`src/hw/rtl/srrip_pkg.sv`:
```
// Package with the shared constants, types and codes of the SRRIP set replacement block.
`default_nettype none
package srrip_pkg;
    localparam int NUM_WAYS = 16;
    localparam int WAY_BITS = 4;
    localparam int TAG_BITS = 48;
    localparam int CNT_BITS = 5;
    localparam logic [CNT_BITS-1:0] CNT_MAX = 5'd31;
    localparam logic [1:0] EPOCH_MAX = 2'd3;
    localparam logic [2:0] RRPV_RESET = 3'd3;

    localparam logic [2:0] OP_LOOKUP = 3'd0;
    localparam logic [2:0] OP_VICTIM = 3'd1;
    localparam logic [2:0] OP_FILL   = 3'd2;
    localparam logic [2:0] OP_HIT    = 3'd3;
    localparam logic [2:0] OP_SET    = 3'd4;
    localparam logic [2:0] OP_COUNT  = 3'd5;

    localparam logic [0:0] CFG_MAX_RRPV = 1'd0;
    localparam logic [0:0] CFG_STREAM   = 1'd1;

    typedef enum logic [1:0] {
        S_IDLE,
        S_EXEC,
        S_SELECT
    } t_state;

    typedef struct packed {
        logic capture;
        logic execute;
        logic select;
    } t_cmd;
endpackage
`default_nettype wire

```
`src/hw/rtl/srrip_ctrl.sv`:
```
// Controller state machine that sequences one item through the datapath.
`default_nettype none
module srrip_ctrl (
    input  wire logic        i_clk,
    input  wire logic        i_rst_n,
    input  wire logic        start,
    input  wire logic        i_is_victim,
    output logic             busy,
    output srrip_pkg::t_cmd  o_cmd
);
    srrip_pkg::t_state r_state, n_state;

    always_ff @(posedge i_clk) begin
        if (!i_rst_n) begin
            r_state <= srrip_pkg::S_IDLE;
        end else begin
            r_state <= n_state;
        end
    end

    always_comb begin
        n_state = r_state;
        case (r_state)
            srrip_pkg::S_IDLE: begin
                if (start) n_state = srrip_pkg::S_EXEC;
            end
            srrip_pkg::S_EXEC: begin
                n_state = i_is_victim ? srrip_pkg::S_SELECT : srrip_pkg::S_IDLE;
            end
            srrip_pkg::S_SELECT: n_state = srrip_pkg::S_IDLE;
            default: n_state = srrip_pkg::S_IDLE;
        endcase
    end

    always_comb begin
        o_cmd = '0;
        busy = 1'b1;
        case (r_state)
            srrip_pkg::S_IDLE: begin
                busy = 1'b0;
                o_cmd.capture = start;
            end
            srrip_pkg::S_EXEC: o_cmd.execute = 1'b1;
            srrip_pkg::S_SELECT: o_cmd.select = 1'b1;
            default: busy = 1'b0;
        endcase
    end
endmodule
`default_nettype wire

```
`src/hw/rtl/srrip_dp.sv`:
```
// Datapath holding the way arrays, the configuration and the result registers.
`default_nettype none
module srrip_dp (
    input  wire logic                       i_clk,
    input  wire logic                       i_rst_n,
    input  srrip_pkg::t_cmd                 i_cmd,
    output logic                            o_is_victim,
    input  wire logic                       i_cfg_we,
    input  wire logic [0:0]                 i_cfg_index,
    input  wire logic [7:0]                 i_cfg_data,
    input  wire logic [2:0]                 i_opcode,
    input  wire logic [3:0]                 i_way_index,
    input  wire logic [47:0]                i_tag,
    input  wire logic [2:0]                 i_new_state,
    input  wire logic [7:0]                 i_stream,
    input  wire logic [7:0]                 i_access_stream,
    input  wire logic                       i_fill_flag,
    input  wire logic                       i_spill,
    input  wire logic [15:0]                i_busy_mask,
    output logic                            o_valid,
    output logic                            o_found,
    output logic [3:0]                      o_result_way,
    output logic [4:0]                      o_stream_count,
    output logic [4:0]                      o_counted_stream_blocks
);
    localparam int NW = srrip_pkg::NUM_WAYS;
    localparam int WB = srrip_pkg::WAY_BITS;
    localparam int TB = srrip_pkg::TAG_BITS;

    logic [2:0]    r_wstate [NW];
    logic [TB-1:0] r_wtag   [NW];
    logic [7:0]    r_wstream[NW];
    logic [2:0]    r_wrrpv  [NW];
    logic          r_wdirty [NW];
    logic [1:0]    r_wepoch [NW];
    logic [31:0]   r_wcount [NW];
    logic [4:0]    r_total;
    logic [2:0]    r_max;
    logic [7:0]    r_cstream;

    // Captured item.
    logic [2:0]    r_op;
    logic [WB-1:0] r_way;
    logic [TB-1:0] r_tag;
    logic [2:0]    r_nstate;
    logic [7:0]    r_strm, r_astrm;
    logic          r_fill, r_spill;
    logic [15:0]   r_busy;

    logic          r_valid, r_found;
    logic [3:0]    r_rway;
    logic [4:0]    r_scount;
    logic          r_recount;

    // Parallel per-way status.
    logic [NW-1:0] valid_v, hit_v, scnt_v, tot_v, atmax_v, pick_v;
    logic [2:0]    top;
    logic          any_inv, any_hit, any_pick;
    logic [WB-1:0] inv_way, hit_way, pick_way;
    logic [4:0]    scnt_sum, tot_sum;

    always_comb begin
        top = '0;
        any_inv = 1'b0; inv_way = '0;
        any_hit = 1'b0; hit_way = '0;
        any_pick = 1'b0; pick_way = '0;
        for (int w = 0; w < NW; w++) begin
            valid_v[w] = r_wstate[w] != 3'd0;
            hit_v[w]   = valid_v[w] && r_wtag[w] == r_tag;
            scnt_v[w]  = valid_v[w] && r_wstream[w] == r_strm;
            tot_v[w]   = valid_v[w] && r_wstream[w] == r_cstream;
            atmax_v[w] = r_wrrpv[w] >= r_max;
            pick_v[w]  = atmax_v[w] && !((w < 16) ? r_busy[w % 16] : 1'b0);
            if (r_wrrpv[w] > top) top = r_wrrpv[w];
        end
        for (int w = NW - 1; w >= 0; w--) begin
            if (!valid_v[w]) begin any_inv = 1'b1; inv_way = WB'(w); end
            if (hit_v[w]) begin any_hit = 1'b1; hit_way = WB'(w); end
            if (pick_v[w]) begin any_pick = 1'b1; pick_way = WB'(w); end
        end
        scnt_sum = ($countones(scnt_v) > int'(srrip_pkg::CNT_MAX))
            ? srrip_pkg::CNT_MAX : 5'($countones(scnt_v));
        tot_sum = ($countones(tot_v) > int'(srrip_pkg::CNT_MAX))
            ? srrip_pkg::CNT_MAX : 5'($countones(tot_v));
    end

    logic          tgt_valid, was_counted, after;
    logic [2:0]    ins_rrpv;
    logic [4:0]    tot_adj;
    assign o_is_victim = r_op == srrip_pkg::OP_VICTIM && !any_inv;
    assign tgt_valid = r_wstate[r_way] != 3'd0;
    assign was_counted = tgt_valid && r_wstream[r_way] == r_cstream;
    assign ins_rrpv = r_fill ? ((r_max != 3'd0) ? r_max - 3'd1 : 3'd0) : r_max;

    logic op_fill, op_hit, op_set;
    assign op_fill = r_op == srrip_pkg::OP_FILL && r_nstate != 3'd0;
    assign op_hit  = r_op == srrip_pkg::OP_HIT && tgt_valid;
    assign op_set  = r_op == srrip_pkg::OP_SET && tgt_valid && r_wtag[r_way] == r_tag;
    always_comb begin
        after = was_counted;
        if (op_fill || op_hit || (op_set && r_nstate != 3'd0)) after = r_strm == r_cstream;
        else if (op_set) after = 1'b0;
        tot_adj = r_total;
        if (was_counted && !after && r_total != 5'd0) tot_adj = r_total - 5'd1;
        if (!was_counted && after && r_total != srrip_pkg::CNT_MAX) tot_adj = r_total + 5'd1;
    end

    always_ff @(posedge i_clk) begin
        if (!i_rst_n) begin
            for (int w = 0; w < NW; w++) begin
                r_wstate[w] <= '0; r_wtag[w] <= '0; r_wstream[w] <= '0;
                r_wrrpv[w] <= '0; r_wdirty[w] <= 1'b0; r_wepoch[w] <= '0;
                r_wcount[w] <= '0;
            end
            r_total <= '0;
            r_max <= srrip_pkg::RRPV_RESET;
            r_cstream <= '0;
            r_valid <= 1'b0;
            r_recount <= 1'b0;
        end else begin
            r_valid <= 1'b0;
            r_recount <= 1'b0;
            // The total is recounted in the cycle after a stream write.
            if (r_recount) r_total <= tot_sum;
            if (i_cfg_we) begin
                if (i_cfg_index == srrip_pkg::CFG_MAX_RRPV) begin
                    r_max <= i_cfg_data[2:0];
                    for (int w = 0; w < NW; w++)
                        if (r_wrrpv[w] > i_cfg_data[2:0]) r_wrrpv[w] <= i_cfg_data[2:0];
                end else begin
                    r_cstream <= i_cfg_data;
                    r_recount <= 1'b1;
                end
            end
            if (i_cmd.capture) begin
                r_op <= i_opcode; r_way <= i_way_index; r_tag <= i_tag;
                r_nstate <= i_new_state; r_strm <= i_stream; r_astrm <= i_access_stream;
                r_fill <= i_fill_flag; r_spill <= i_spill; r_busy <= i_busy_mask;
            end
            if (i_cmd.execute) begin
                r_found <= 1'b0; r_rway <= '0; r_scount <= '0;
                r_valid <= !o_is_victim;
                case (r_op)
                    srrip_pkg::OP_LOOKUP: begin r_found <= any_hit; r_rway <= hit_way; end
                    srrip_pkg::OP_VICTIM: begin
                        if (any_inv) begin r_found <= 1'b1; r_rway <= inv_way; end
                        else if (atmax_v == '0)
                            // Age all ways so the highest one reaches the eviction level.
                            for (int w = 0; w < NW; w++)
                                r_wrrpv[w] <= r_wrrpv[w] + (r_max - top);
                    end
                    srrip_pkg::OP_FILL: if (op_fill) begin
                        r_wstate[r_way] <= r_nstate; r_wtag[r_way] <= r_tag;
                        r_wstream[r_way] <= r_strm; r_wdirty[r_way] <= r_spill;
                        r_wepoch[r_way] <= '0; r_wcount[r_way] <= '0;
                        r_wrrpv[r_way] <= ins_rrpv; r_total <= tot_adj;
                    end
                    srrip_pkg::OP_HIT: if (op_hit) begin
                        if (r_fill) begin
                            r_wrrpv[r_way] <= '0;
                            if (r_wstream[r_way] == r_astrm)
                                r_wepoch[r_way] <= (r_wepoch[r_way] == srrip_pkg::EPOCH_MAX)
                                    ? srrip_pkg::EPOCH_MAX : r_wepoch[r_way] + 2'd1;
                            else r_wepoch[r_way] <= '0;
                        end
                        r_wstream[r_way] <= r_strm; r_wdirty[r_way] <= r_spill;
                        if (r_wcount[r_way] != '1) r_wcount[r_way] <= r_wcount[r_way] + 32'd1;
                        r_total <= tot_adj;
                    end
                    srrip_pkg::OP_SET: if (op_set) begin
                        if (r_nstate != 3'd0) begin
                            r_wstate[r_way] <= r_nstate; r_wstream[r_way] <= r_strm;
                        end else begin
                            r_wstate[r_way] <= '0; r_wstream[r_way] <= '0;
                            r_wrrpv[r_way] <= '0; r_wepoch[r_way] <= '0;
                            r_wcount[r_way] <= '0;
                        end
                        r_total <= tot_adj;
                    end
                    srrip_pkg::OP_COUNT: r_scount <= scnt_sum;
                    default: ;
                endcase
            end
            if (i_cmd.select) begin
                r_valid <= 1'b1;
                r_found <= any_pick;
                r_rway <= any_pick ? pick_way : '0;
            end
        end
    end

    assign o_valid = r_valid;
    assign o_found = r_found;
    assign o_result_way = r_rway;
    assign o_stream_count = r_scount;
    assign o_counted_stream_blocks = r_total;
endmodule
`default_nettype wire

```
`src/hw/rtl/srrip_set_replacement.sv`:
```
// Top level of one cache set under SRRIP replacement.
// An item is taken when start is high and busy is low; its result appears on the o_ ports
// for one cycle with o_done high. Victim select without an invalid way goes through capture,
// aging and a pick over the aged RRPVs; every other opcode goes through capture, then the
// parallel tag or stream compare and update. The receiver cannot stall results. After a write
// of counted_stream the running total is recounted in the following cycle.
`default_nettype none
module srrip_set_replacement (
    input  wire logic        i_clk,
    input  wire logic        i_rst_n,
    input  wire logic        start,
    output logic             busy,
    input  wire logic        i_cfg_we,
    input  wire logic [0:0]  i_cfg_index,
    input  wire logic [7:0]  i_cfg_data,
    input  wire logic [2:0]  i_opcode,
    input  wire logic [3:0]  i_way_index,
    input  wire logic [47:0] i_tag,
    input  wire logic [2:0]  i_new_state,
    input  wire logic [7:0]  i_stream,
    input  wire logic [7:0]  i_access_stream,
    input  wire logic        i_fill_flag,
    input  wire logic        i_spill,
    input  wire logic [15:0] i_busy_mask,
    output logic             o_done,
    output logic             o_found,
    output logic [3:0]       o_result_way,
    output logic [4:0]       o_stream_count,
    output logic [4:0]       o_counted_stream_blocks
);
    srrip_pkg::t_cmd cmd;
    logic is_victim;

    srrip_ctrl u_ctrl (
        .i_clk, .i_rst_n, .start, .i_is_victim(is_victim), .busy, .o_cmd(cmd)
    );

    srrip_dp u_dp (
        .i_clk, .i_rst_n, .i_cmd(cmd), .o_is_victim(is_victim),
        .i_cfg_we, .i_cfg_index, .i_cfg_data,
        .i_opcode, .i_way_index, .i_tag, .i_new_state, .i_stream, .i_access_stream,
        .i_fill_flag, .i_spill, .i_busy_mask,
        .o_valid(o_done), .o_found, .o_result_way, .o_stream_count, .o_counted_stream_blocks
    );
endmodule
`default_nettype wire
```
`config.mk`:
```
export PLATFORM = sky130hd
export DESIGN_NAME = srrip_set_replacement
export DESIGN_NICKNAME = d
export VERILOG_FILES = /design/src/hw/rtl/srrip_pkg.sv /design/src/hw/rtl/srrip_ctrl.sv /design/src/hw/rtl/srrip_dp.sv /design/src/hw/rtl/srrip_set_replacement.sv
export SDC_FILE = /design/constraint.sdc
export NUM_CORES = 2
export LEC_CHECK = 0
export ABC_AREA = 0
export BUFFER_PORTS_ARGS = -buffer_cell sky130_fd_sc_hd__buf_4
export CORE_MARGIN = 3
export CORE_UTILIZATION = 50
export DETAILED_ROUTE_END_ITERATION = 7
export HOLD_SLACK_MARGIN = 0.08
export PLACE_DENSITY = 0.73
export SYNTH_ARGS = -nofsm -noshare
export SYNTH_HDL_FRONTEND = slang
export SYNTH_SLANG_ARGS = --single-unit
```
`constraint.sdc`:
```
create_clock -name i_clk -period 56.4 [get_ports i_clk]
set_input_delay 2.82 -clock i_clk [delete_from_list [all_inputs] [get_ports i_clk]]
set_output_delay 2.82 -clock i_clk [all_outputs]
set_load 0.005 [all_outputs]
```
==> reports/metrics.yaml <==
floorplan:
  dieWidth_um: 384.3
  die-area_um2: 147700
  initial_core_util_pct: 50.47
  ios: 122
  dieHeight_um: 384.3
  coreArea_um2: 141800
  rows: 138
clock_network:
  clock_tree.root_cell: "clkbuf_16"
  holdBufCountCts: 0
  postCtsSetupBuffers: 0
  cts_sinks: 1109
  clk_path_buf_depth: 3
  clk_latency_ns: 0.82
  cts.clk_slew.worst_paths_ns: 0.06
  tritoncts: "built"
  h-tree-depth: 4
  cts-buffers-inserted: 132
  cts_resized: 0
synth:
  ys_async_sr_fraction_pct: 0
  syn_nets: 6684
  yosys.cell_types.count: 88
  syn_area_um2: 71540
  post-synth-top-area-cell: "edfxtp_1"
  synth_edf_count: 1085
  ys_seq_area_share_pct: 46.21
  yosys_warnings: 0
  synthFlopType: "edfxtp_1"
  synth_area_leaders: "edfxtp_1, xnor2_1, mux4_2"
  synth_seq_cells: 1109
  avgSynthCellArea_um2: 11.27
  synth_cells: 6348
  synth_top_area_share_pct: 45.54
global_routing:
  grt_usage_pct: 41.63
  grt_max_degree: 132
  overflow: 0
  grt_pass1_wl_mm: 430.1
  grt_pass1_vias: 54090
  antenna_found_initial: 27
power:
  clkPwrFrac_pct: 18.0
  pwr-share-seq_pct: 20.0
  leakage_nw: 30.54
  intPower_mw: 2.702
  swShare_pct: 44.61
  power.share.combinational_pct: 62.0
  ir_worst_vdd_v: 0.0003037
  power.switching_mw: 2.176
  p_per_area_nw_per_um2: 62.17
sta:
  setup_viol: 0
  worstMarginPinSlew_ns: 1.695
  fin_crit_sh_pct: 41.55
  fmax_mhz: 42.67
  skew_ns: 0.03423
  rsz0062_at_grt: "no"
  hold_viol_final: 0
  slew_headroom_pct: -14.19
  period_needed_ns: 23.43
  fin_tns_setup_ns: 0
  report.final.slew_viol_count: 2
setup_path:
  cp_max_fo: 10
  slowest_stage: "o41ai_1"
  worstPathArrival_ns: 23.96
  crit_top_cell: "ha_1"
  start_kind: "flop"
  max_stage_delay_ns: 0.52
  r2r_start: "u_dp.r_wrrpv[0][1]"
  crit_start: "u_dp.r_wrrpv[0][1]"
  worstSetupPathType: "flop to flop"
  crit_required_ns: 56.92
  crit_path_end_kind: "flop"
final_layout:
  nets: 6581
  area_delta_synth_final_pct: 9.676
  multiInputGateArea_um2: 35910
  fillers: 11890
  drive_gt1_share_pct: 13.00
  regArea_um2: 33080
  final_cells: 8253
routing:
  wl_per_cell_um: 38.14
  detail-route-antenna-nets: 0
  drt_first_pass_iters: 8
  drt_iter0_drc: 11250
  vias: 58960
  vias_per_cell: 7.144
  drc_errors: 0
  wl_mm: 314.8
place:
  place_congestion: 1.108
  dp_cells: 8001
  dp_hpwl_mm: 221.4
  portBuffers: 112
run_status:
  outcome: "finished, violations left"
  failed_checks: "capacitance limit, slew limit"
job:
  cap_violations: 1
min_path:
  hp-start: "u_dp.r_cstream[0]"
  hold_path_class: "flop to flop"
==> worst max-delay path: cells and delay by family, from the launching register on <==
family | cells | cell delay, ns
xor+xnor | 3 | 0.53
fa+ha+maj | 18 | 5.17
simple gates | 34 | 5.90
flops | 1 | 0.49
mux | 3 | 0.78
compound gates | 44 | 9.35
buf+inv | 6 | 0.96
==> cells in the mapped netlist, types with 24 or more instances <==
master,count
ha_1,192
nor3_1,107
nand2_1,252
a21oi_1,117
mux2_2,34
fa_1,39
mux4_2,190
nor2b_1,46
xnor2_1,724
nand3_1,127
xor2_1,409
nand4_1,216
a31oi_1,26
a21o_1,44
o21ai_0,95
nor2_1,460
or3b_2,31
mux2i_1,193
nand2b_1,46
clkbuf_1,415
dfxtp_1,24
a22oi_1,28
nor4_1,166
and3_1,652
o22ai_1,26
edfxtp_1,1085
inv_1,123
buf_1,30
buf_2,56
==> per-layer routing <==
layer | track usage (%) | up-vias | share of wire [%]
met5 | 0 | - | 0.040
met1 | 54.52 | 29110 | 35
li1 | - | 23240 | -
met3 | 17.73 | 1102 | 17
met4 | 23.76 | 16 | 7.6
met2 | 57.47 | 5494 | 40
==> cells in the final DEF, fill, tap and decap left out, drive strengths merged, types with 14 or more instances in the layout <==
| cell | Yosys | routed |
|---|---|---|
| or2 | 14 | 14 |
| mux4 | 193 | 193 |
| nor2b | 46 | 46 |
| nor4 | 169 | 169 |
| xnor2 | 724 | 724 |
| dfxtp | 24 | 24 |
| o21ai | 98 | 98 |
| a31oi | 26 | 26 |
| nand4b | 22 | 22 |
| or3b | 32 | 32 |
| nand3 | 127 | 127 |
| mux2i | 193 | 193 |
| o2bb2ai | 16 | 16 |
| fa | 39 | 39 |
| nor4b | 17 | 17 |
| or3 | 20 | 20 |
| nor2 | 460 | 460 |
| inv | 123 | 132 |
| and3 | 652 | 652 |
| ha | 192 | 192 |
| nand2b | 46 | 46 |
| clkinv | 6 | 62 |
| nor3 | 108 | 108 |
| nand2 | 252 | 252 |
| a311oi | 15 | 15 |
| a22oi | 28 | 28 |
| or4 | 14 | 14 |
| clkbuf | 415 | 159 |
| edfxtp | 1085 | 1085 |
| o21a | 19 | 19 |
| nand3b | 20 | 20 |
| nand4 | 216 | 216 |
| mux2 | 34 | 34 |
| xor2 | 409 | 409 |
| and2 | 22 | 22 |
| a21oi | 117 | 117 |
| o22ai | 26 | 26 |
| a21o | 44 | 44 |
| buf | 121 | 299 |
==> per-stage QoR <==
step	cell area (um^2)	utilization [%]	setup slack [ns]	hold WS, ns	total power, mW
final	78470	55.35	32.97	0.4829	4.878
after global routing	78440	55.34	30.97	0.5047	5.244
after CTS	78440	55.34	33.20	0.4775	4.824
after detailed placement	74120	52.29	33.30	0.4613	3.937
after global placement	74120	52.29	33.82	0.4484	3.834
after floorplan	71540	-	36.26	0.4773	3.202
==> flip-flops by register name, summed over array words and instances, names as in the netlist, 2 cells and up, named ones only <==
name                          count
u_dp.r_wrrpv                     48
u_dp.r_op                         3
u_dp.r_way                        4
u_dp.r_cstream                    8
u_dp.r_busy                      16
u_dp.r_wstream                  128
u_dp.o_stream_count               5
u_dp.r_nstate                     3
u_dp.r_tag                       48
u_dp.r_wtag                     768
u_dp.o_counted_stream_blocks      5
u_ctrl.r_state                    2
u_dp.o_result_way                 4
u_dp.r_wstate                    48
u_dp.r_strm                       8
u_dp.r_max                        3
==> kinds of logic (layout without fill, tap and decap cells) <==
group / count (synthesis) / count (layout) / synth area share, %
XOR/XNOR: 1133 / 1133 / 13.87
AND/OR/NAND/NOR: 2279 / 2279 / 17.53
other: 0 / 9 / 0
buffers and inverters: 665 / 671 / 3.839
AO/OA/AOI/OAI: 511 / 511 / 4.773
adder cells (fa/ha/maj): 231 / 231 / 4.449
flip-flops: 1109 / 1109 / 46.21
multiplexers: 420 / 420 / 9.327
==> final timing paths <==
path         cells past startpoint                   to  slack [ns]
max                            108  u_dp.r_wrrpv[14][2]       32.97
min                              2    u_dp.r_cstream[0]        0.48
max reg2reg                    108  u_dp.r_wrrpv[14][2]       32.97
min reg2reg                      2    u_dp.r_cstream[0]        0.48
==> cell type report <==
class | count | area share, %
Sequential cell | 1109 | 42.15
Multi-Input combinational cell | 4574 | 45.76
Antenna cell | 9 | 0.02870
Tap cell | 1890 | 3.014
Clock inverter | 84 | 1.065
Timing Repair Buffer | 299 | 2.908
Inverter | 129 | 0.6203
Clock buffer | 159 | 4.447
==> power groups by stage <==
stage          clock network (mW)  registers [mW]  logic (mW)
4_1_cts                     0.876           0.970        2.98
3_5_place_dp                    0           0.988        2.95
3_3_place_gp                    0           0.986        2.85
5_1_grt                     0.908           0.974        3.36
2_1_floorplan                   0           0.968        2.23
6_report                    0.879           0.974        3.03
(Power assumes the default switching activity.)
